`src/rtl/core/shg_pkg.sv`:
```
// ============================================================================
// shg_pkg: shared types and constants for the spatial hash grid
// Word formats, command codes, register indexes and the control/status
// bundles between the controller and the datapath.
// ============================================================================
package shg_pkg;

    // table geometry
    localparam int MAX_BUCKETS     = 1024;
    localparam int BUCKET_CAPACITY = 2;
    localparam int ID_BITS         = 16;
    localparam int BKT_W           = $clog2(MAX_BUCKETS);
    localparam int ENT_DEPTH       = MAX_BUCKETS * BUCKET_CAPACITY;
    localparam int ENT_AW          = $clog2(ENT_DEPTH);
    localparam int FILL_W          = 2;

    // coordinate and config widths
    localparam int POS_W   = 32;
    localparam int CS_W    = 31;
    localparam int TS_W    = 11;
    localparam int DIV_CW  = $clog2(POS_W);

    // hash multipliers
    localparam logic [31:0] HASH_KX = 32'd73856093;
    localparam logic [31:0] HASH_KY = 32'd19349663;
    localparam logic [31:0] HASH_KZ = 32'd83492791;

    // command codes
    localparam logic [1:0] CMD_INSERT = 2'd0;
    localparam logic [1:0] CMD_QUERY  = 2'd1;
    localparam logic [1:0] CMD_CLEAR  = 2'd2;

    // register indexes
    localparam logic REG_CELL_SIZE  = 1'b0;
    localparam logic REG_TABLE_SIZE = 1'b1;

    // reset values
    localparam logic [CS_W-1:0] CELL_SIZE_RST  = CS_W'(65536);
    localparam logic [TS_W-1:0] TABLE_SIZE_RST = TS_W'(1024);

    // input word
    typedef struct packed {
        logic [1:0]         cmd;
        logic signed [31:0] pos_x;
        logic signed [31:0] pos_y;
        logic signed [31:0] pos_z;
        logic [15:0]        particle_id;
    } t_in_word;

    // output word
    typedef struct packed {
        logic [9:0]  bucket;
        logic [15:0] neighbor_id;
        logic        has_neighbor;
        logic        overflow;
        logic        last;
    } t_out_word;

    // kind of result word loaded into the output register
    typedef enum logic [1:0] {
        OK_ACK,
        OK_NEIGH,
        OK_DONE
    } t_okind;

    // controller -> datapath
    typedef struct packed {
        logic   load;
        logic   div_start;
        logic   cell_init;
        logic   center;
        logic   hash_start;
        logic   step_cell;
        logic   fill_rd;
        logic   ent_rd;
        logic   ent_sel;
        logic   ins_wr;
        logic   clr_wr;
        logic   out_load;
        t_okind okind;
    } t_dp_cmd;

    // datapath -> controller
    typedef struct packed {
        logic              div_done;
        logic              hash_done;
        logic [1:0]        op;
        logic [FILL_W-1:0] fill;
        logic              last_cell;
        logic              clr_last;
        logic              out_free;
    } t_dp_stat;

endpackage

```
`src/rtl/core/shg_ctrl.sv`:
```
// ============================================================================
// shg_ctrl: spatial hash controller
// Sequences clearing, cell division, hashing, memory access and result
// words for each command.
// ============================================================================
module shg_ctrl (
    input  logic                 i_clk,
    input  logic                 i_rst_n,
    input  logic                 i_valid,
    input  logic [1:0]           i_op,
    output logic                 o_ready,
    input  shg_pkg::t_dp_stat    i_stat,
    output shg_pkg::t_dp_cmd     o_cmd
);

    typedef enum logic [2:0] {
        S_CLR,
        S_IDLE,
        S_DIV,
        S_HASH,
        S_FILL,
        S_INS,
        S_ENT,
        S_DONE
    } t_state;

    t_state r_state, n_state;
    logic   r_clr_ack, n_clr_ack;
    logic   r_e, n_e;
    logic   two;

    assign two     = (i_stat.fill >= shg_pkg::FILL_W'(2));
    assign o_ready = (r_state == S_IDLE);

    always_comb begin
        n_state   = r_state;
        n_clr_ack = r_clr_ack;
        n_e       = r_e;
        o_cmd     = '0;
        o_cmd.okind = shg_pkg::OK_DONE;
        case (r_state)
            S_CLR: begin
                o_cmd.clr_wr = 1'b1;
                if (i_stat.clr_last) begin
                    n_state = r_clr_ack ? S_DONE : S_IDLE;
                end
            end
            S_IDLE: begin
                if (i_valid) begin
                    o_cmd.load = 1'b1;
                    if (i_op == shg_pkg::CMD_INSERT || i_op == shg_pkg::CMD_QUERY) begin
                        o_cmd.div_start = 1'b1;
                        n_state = S_DIV;
                    end else if (i_op == shg_pkg::CMD_CLEAR) begin
                        n_clr_ack = 1'b1;
                        n_state   = S_CLR;
                    end else begin
                        n_state = S_DONE;
                    end
                end
            end
            S_DIV: begin
                if (i_stat.div_done) begin
                    o_cmd.cell_init  = 1'b1;
                    o_cmd.center     = (i_stat.op == shg_pkg::CMD_INSERT);
                    o_cmd.hash_start = 1'b1;
                    n_state = S_HASH;
                end
            end
            S_HASH: begin
                if (i_stat.hash_done) begin
                    o_cmd.fill_rd = 1'b1;
                    n_state = S_FILL;
                end
            end
            S_FILL: begin
                if (i_stat.op == shg_pkg::CMD_INSERT) begin
                    n_state = S_INS;
                end else if (i_stat.fill != '0) begin
                    o_cmd.ent_rd = 1'b1;
                    n_e     = 1'b0;
                    n_state = S_ENT;
                end else if (i_stat.last_cell) begin
                    n_state = S_DONE;
                end else begin
                    o_cmd.step_cell  = 1'b1;
                    o_cmd.hash_start = 1'b1;
                    n_state = S_HASH;
                end
            end
            S_INS: begin
                if (i_stat.out_free) begin
                    o_cmd.out_load = 1'b1;
                    o_cmd.okind    = shg_pkg::OK_ACK;
                    o_cmd.ins_wr   = 1'b1;
                    n_state = S_IDLE;
                end
            end
            S_ENT: begin
                if (i_stat.out_free) begin
                    o_cmd.out_load = 1'b1;
                    o_cmd.okind    = shg_pkg::OK_NEIGH;
                    if (!r_e && two) begin
                        // second entry of this bucket
                        o_cmd.ent_rd  = 1'b1;
                        o_cmd.ent_sel = 1'b1;
                        n_e = 1'b1;
                    end else if (i_stat.last_cell) begin
                        n_state = S_DONE;
                    end else begin
                        o_cmd.step_cell  = 1'b1;
                        o_cmd.hash_start = 1'b1;
                        n_state = S_HASH;
                    end
                end
            end
            S_DONE: begin
                if (i_stat.out_free) begin
                    o_cmd.out_load = 1'b1;
                    o_cmd.okind    = shg_pkg::OK_DONE;
                    n_state = S_IDLE;
                end
            end
            default: n_state = S_IDLE;
        endcase
    end

    always_ff @(posedge i_clk) begin
        if (!i_rst_n) begin
            r_state   <= S_CLR;
            r_clr_ack <= 1'b0;
            r_e       <= 1'b0;
        end else begin
            r_state   <= n_state;
            r_clr_ack <= (n_state == S_CLR) ? n_clr_ack : 1'b0;
            r_e       <= n_e;
        end
    end

endmodule

```
`config.mk`:
```
export PLATFORM = sky130hd
export DESIGN_NAME = shg_ctrl
export DESIGN_NICKNAME = d
export VERILOG_FILES = /design/src/rtl/core/shg_pkg.sv /design/src/rtl/core/shg_ctrl.sv
export SDC_FILE = /design/constraint.sdc
export NUM_CORES = 1
export LEC_CHECK = 0
export BUFFER_PORTS_ARGS = -buffer_cell sky130_fd_sc_hd__buf_2
export CAP_MARGIN = 40
export CORE_AREA = 3 3 40 42
export CTS_BUF_LIST = sky130_fd_sc_hd__clkbuf_4
export DETAILED_ROUTE_END_ITERATION = 8
export DIE_AREA = 0 0 43 45
export PLACE_DENSITY = 0.73
export SLEW_MARGIN = 40
export SYNTH_ARGS = -nofsm -noshare
export SYNTH_HDL_FRONTEND = slang
export SYNTH_SLANG_ARGS = --single-unit
```
`constraint.sdc`:
```
create_clock -name i_clk -period 1.95 [get_ports i_clk]
set_input_delay 0.585 -clock i_clk [delete_from_list [all_inputs] [get_ports i_clk]]
set_output_delay 0.585 -clock i_clk [all_outputs]
set_load 0.05 [all_outputs]
```
After elaboration in Yosys (flattened, before gate mapping)
Cells that the tools add are included.
Storage, ports and cells
  register bits: 5
  word-level logic and storage cells: 77
  input bits: 14
  output and inout bits: 15
Operators by class
  bitwise gates (word level): 1
  $lt $le $gt $ge: 1
  eq/ne operators: 13
  reduce and logical (&&, ||, !) cells: 13
  muxes and demuxes: 46
Operators with widths (count)
  $mux 3: 17
  $pmux 3 s7: 1
  $mux 2: 10
  $mux 1: 13
  $eq 3x3->1 const B: 4
  $pmux 3 s3: 1
  $ne 2x2->1 const B: 4
  $eq 3x2->1 const B: 2
  $logic_not 3->1: 2
  $pmux 1 s2: 3
  $reduce_and 5->1: 1
  $logic_not 2->1: 2
  $reduce_and 4->1: 1
  $reduce_bool 2->1: 2
  $eq 3x1->1 const B: 1
  $pmux 1 s3: 1
  $eq 2x1->1 const B: 1
  $eq 2x2->1 const B: 1
  $ge 2x2->1 const B: 1
  $reduce_and 2->1: 1
  $reduce_or 2->1: 1
  $logic_and 1x1->1: 1
  $logic_not 1->1: 1
  $logic_or 1x1->1: 1
  $not 1->1: 1

Depth between registers and ports, before layout
  depth after elaboration: 7
  depth in mapped cells: 5

Worst setup path after synthesis
OpenSTA, ideal clock, no wires.
  kind: input port to output port
  start: input i_stat[0] (netlist name)
  end: output o_cmd[9] (netlist name)
  data arrival time: 2.603 ns
  setup slack: -1.238 ns
  required time: 1.365 ns
  stages on the path: 4
  path through: and4b_1 nand2b_1 o22ai_1 nand2b_1
RTL lines
  start: declaration: RTL line shg_ctrl.sv:12  | input shg_pkg::t_dp_stat i_stat,
  end: declaration: RTL line shg_ctrl.sv:13  | output shg_pkg::t_dp_cmd o_cmd

==> impl_metrics.sql <==
INSERT INTO impl_metrics (metric_group, metric, value, unit) VALUES
('status', 'outcome', 'finished with violations', ''),
('status', 'failed_checks', 'negative setup slack', ''),
('global_routing', 'grt_first_pass_wirelength', '2.82', 'mm'),
('sta', 'fin_crit_sh', '1.14', ''),
('sta', 'fin_ws', '-0.282', 'ns'),
('power', 'seq_power_share', '0.207', ''),
('critical_path', 'critPathLaunchType', 'primary input', ''),
('critical_path', 'critPathArrivalTime', '1.65', 'ns'),
('power', 'combinationalPowerShare', '0.572', ''),
('yosys', 'synth-edff-count', '0', ''),
('yosys', 'synthDistinctLibCells', '34', ''),
('floorplan', 'die_span_in_y', '45', 'um'),
('yosys', 'synthesis.area', '527', 'sq um'),
('power', 'p_switching', '0.000247', 'W'),
('yosys', 'leading_register_cell_type_out_of_synthesis', 'sky130_fd_sc_hd__dfxtp_1', ''),
('critical_path', 'cp_slowest_stage_delay', '0.55', 'ns'),
('power', 'power_switching_share', '0.412', ''),
('layout', 'diodes_inserted', '0', ''),
('critical_path', 'reg2reg_setup_slack', '0.27', 'ns'),
('clock_tree', 'cts.path.max_buffers', '2', ''),
('placement', 'place_hpwl', '1.35', 'mm'),
('critical_path', 'cp_slowest_cell', 'sky130_fd_sc_hd__or4_4', ''),
('clock_tree', 'clock_sink_count', '5', ''),
('layout', 'nets', '132', ''),
('sta', 'finalHoldViolCount', '0', ''),
('critical_path', 'reg2regPathDepth', '6', ''),
('critical_path', 'crit_chain', 'buf_6, or4_4, o22ai_4, nand2b_4, buf_8', ''),
('sta', 'totalNegativeSetupSlack', '-0.664', 'ns'),
('power', 'share_clk_of_total_power', '0.221', ''),
('drt', 'wl_per_cell', '14.8', 'um'),
('layout', 'post_route_cells_drive_above_1_share', '0.624', ''),
('sta', 'slew_violations', '0', ''),
('drt', 'detailedRoute.firstPassIterationCount', '4', ''),
('critical_path', 'timing.rr.end', 'r_clr_ack', ''),
('drt', 'route.antenna.remaining_nets', '0', ''),
('yosys', 'ys_ff_latch', '5', ''),
('drt', 'number_of_design_rule_violations_left_after_detail_routing', '0', ''),
('clock_tree', 'cts-root-buf', 'sky130_fd_sc_hd__clkbuf_4', ''),
('drt', 'vias', '718', ''),
('global_routing', 'aggregate_global_route_resource_usage', '0.192', ''),
('clock_tree', 'holdBufCountCts', '0', ''),
('floorplan', 'ioPinCount', '29', ''),
('sta', 'final-setup-viol-count', '3', ''),
('yosys', 'sequential_to_total_area_share_from_yosys_stat', '0.190', ''),
('clock_tree', 'worst_skew_pair_later_pin_latency', '0.24', 'ns'),
('critical_path', 'r2r_start', 'r_state[0]', ''),
('sta', 'post-route-min-period', '2.23', 'ns'),
('yosys', 'synth-warning-count', '0', ''),
('floorplan', 'die_w', '43', 'um'),
('layout', 'areaGrowthSynthToFinish', '93.1', '%'),
('critical_path', 'critPathLaunch', 'i_stat[3]', ''),
('worst_hold_path', 'worstHoldPathType', 'flop to flop', ''),
('clock_tree', 'clkTransAtPathRegs', '0.04', 'ns'),
('drt', 'detailedRoute.firstIterationViolations', '10', ''),
('power', 'ir_drop', '0.000393', 'V'),
('global_routing', 'first_global_vias', '645', ''),
('yosys', 'mappedNetlistNets', '80', ''),
('critical_path', 'timing.setup.critical_path_class', 'primary input to primary output', ''),
('global_routing', 'maximum_number_of_pins_on_one_net_before_global_route_repair', '14', ''),
('yosys', 'avgSynthCellArea', '7.98', 'sq um'),
('sta', 'max_freq', '448', 'MHz'),
('global_routing', 'globalRoute.totalOverflow', '0', ''),
('sta', 'remaining_max_slew_budget_at_the_tightest_pin', '0.757', ''),
('clock_tree', 'cts-htree-levels', '1', ''),
('sta', 'unrepaired_setup_endpoints_after_global_routing', 'true', ''),
('sta', 'timing_worst_slew_pin_value', '0.363', 'ns'),
('floorplan', 'die-area', '1940', 'sq um'),
('clock_tree', 'cts_buffers', '3', ''),
('critical_path', 'critPathCaptureType', 'primary output', ''),
('global_routing', 'antenna_found_initial', '0', ''),
('power', 'internal_power', '0.000352', 'W');
==> cells in the mapped netlist (all sizes together) (2+ instances only) <==
cell type,count,area share
and2,3,0.036
and3b,2,0.033
and4b,3,0.057
and4bb,2,0.055
buf,3,0.057
dfxtp,5,0.19
inv,4,0.028
nand2,3,0.021
nand2b,6,0.071
nand3,3,0.028
nor2,6,0.043
nor2b,3,0.036
nor3,2,0.019
o2111ai,2,0.033
o22ai,2,0.024
==> state kept, by name (all words and copies together) (netlist names) <==
| name | count |
|---|---|
| r_clr_ack | 1 |
| r_e | 1 |
| r_state | 3 |
==> logic make-up (layout without fill, tap and decap cells) <==
group	count (synthesis)	after routing	synth area share
compound gates	13	13	0.197
simple gates	39	39	0.492
buf+inv	7	58	0.0855
mux	1	1	0.0190
flops	5	5	0.190
xor+xnor	1	1	0.0166
==> per-layer routing <==
layer	share of wire	global-route usage	vias to the layer above
met5	0	0	-
met4	0.021	0.0904	0
met3	0.031	0.0239	4
met2	0.53	0.344	19
met1	0.41	0.227	344
li1	-	-	351
==> area by class of cell <==
class / count / area [sq um]
timing repair buffer: 50 / 375
tap: 15 / 18.8
inverter: 4 / 15.0
multi-input combinational: 54 / 474
fill: 79 / 268
clock buffer: 4 / 30.0
sequential: 5 / 104
==> critical path, delay by kind of cell <==
kind / cells / cell delay [ns]
AOI/OAI and AO/OA: 1 / 0.13
buffers and inverters: 2 / 0.23
and+or+nand+nor: 2 / 0.70
==> timing repair <==
action / CTS / global route
setup buffers: 2 / 5
endpoints found under the setup margin: 8 / 8
hold endpoints to repair: 0 / 0
pin swaps: 4 / 5
gates cloned: 0 / 1
gates resized for setup: 23 / 9
==> layout by cell type (no fill, tap or decap), types with 2 or more instances in the layout <==
| master | n |
|---|---|
| sky130_fd_sc_hd__o2111ai_1 | 2 |
| sky130_fd_sc_hd__nor2b_4 | 2 |
| sky130_fd_sc_hd__nand2b_1 | 4 |
| sky130_fd_sc_hd__nand3_1 | 2 |
| sky130_fd_sc_hd__nand2b_4 | 2 |
| sky130_fd_sc_hd__clkbuf_4 | 4 |
| sky130_fd_sc_hd__buf_8 | 4 |
| sky130_fd_sc_hd__nand2_1 | 3 |
| sky130_fd_sc_hd__and3b_1 | 2 |
| sky130_fd_sc_hd__buf_4 | 19 |
| sky130_fd_sc_hd__dfxtp_1 | 2 |
| sky130_fd_sc_hd__inv_1 | 4 |
| sky130_fd_sc_hd__dfxtp_2 | 3 |
| sky130_fd_sc_hd__buf_2 | 21 |
| sky130_fd_sc_hd__and4b_1 | 2 |
| sky130_fd_sc_hd__and2_1 | 2 |
| sky130_fd_sc_hd__buf_6 | 6 |
| sky130_fd_sc_hd__nor2_1 | 5 |
==> worst min path at each step <==
stage | end | startpoint | slack, ns | cells past startpoint
floorplan | r_e | r_e | 0.47 | 2
global placement | r_e | r_e | 0.49 | 2
detailed placement | r_e | r_e | 0.50 | 2
CTS | r_state[1] | r_clr_ack | 0.57 | 2
global route | r_state[0] | i_rst_n | 0.58 | 2
finish | r_e | r_e | 0.56 | 2
==> metrics by stage <==
step	std cells	hold WS [ns]	setup slack [ns]	util	cell area, sq um
after floorplan	66	0.466	-0.396	-	589
after global placement	120	0.488	-0.369	0.641	823
after detailed placement	120	0.501	-0.388	0.641	823
after CTS	126	0.566	-0.263	0.735	945
after global routing	132	0.584	-0.296	0.792	1020
final	132	0.565	-0.282	0.792	1020
==> power by group through the flow <==
stage / clock network (W) / registers, W / logic, W
after floorplan: 0 / 0.000121 / 0.000198
after detailed placement: 0 / 0.000121 / 0.000277
after global placement: 0 / 0.000120 / 0.000271
final: 0.000132 / 0.000124 / 0.000343
after global routing: 0.000151 / 0.000125 / 0.000359
after CTS: 0.000143 / 0.000120 / 0.000301
(Power assumes the default switching activity.)
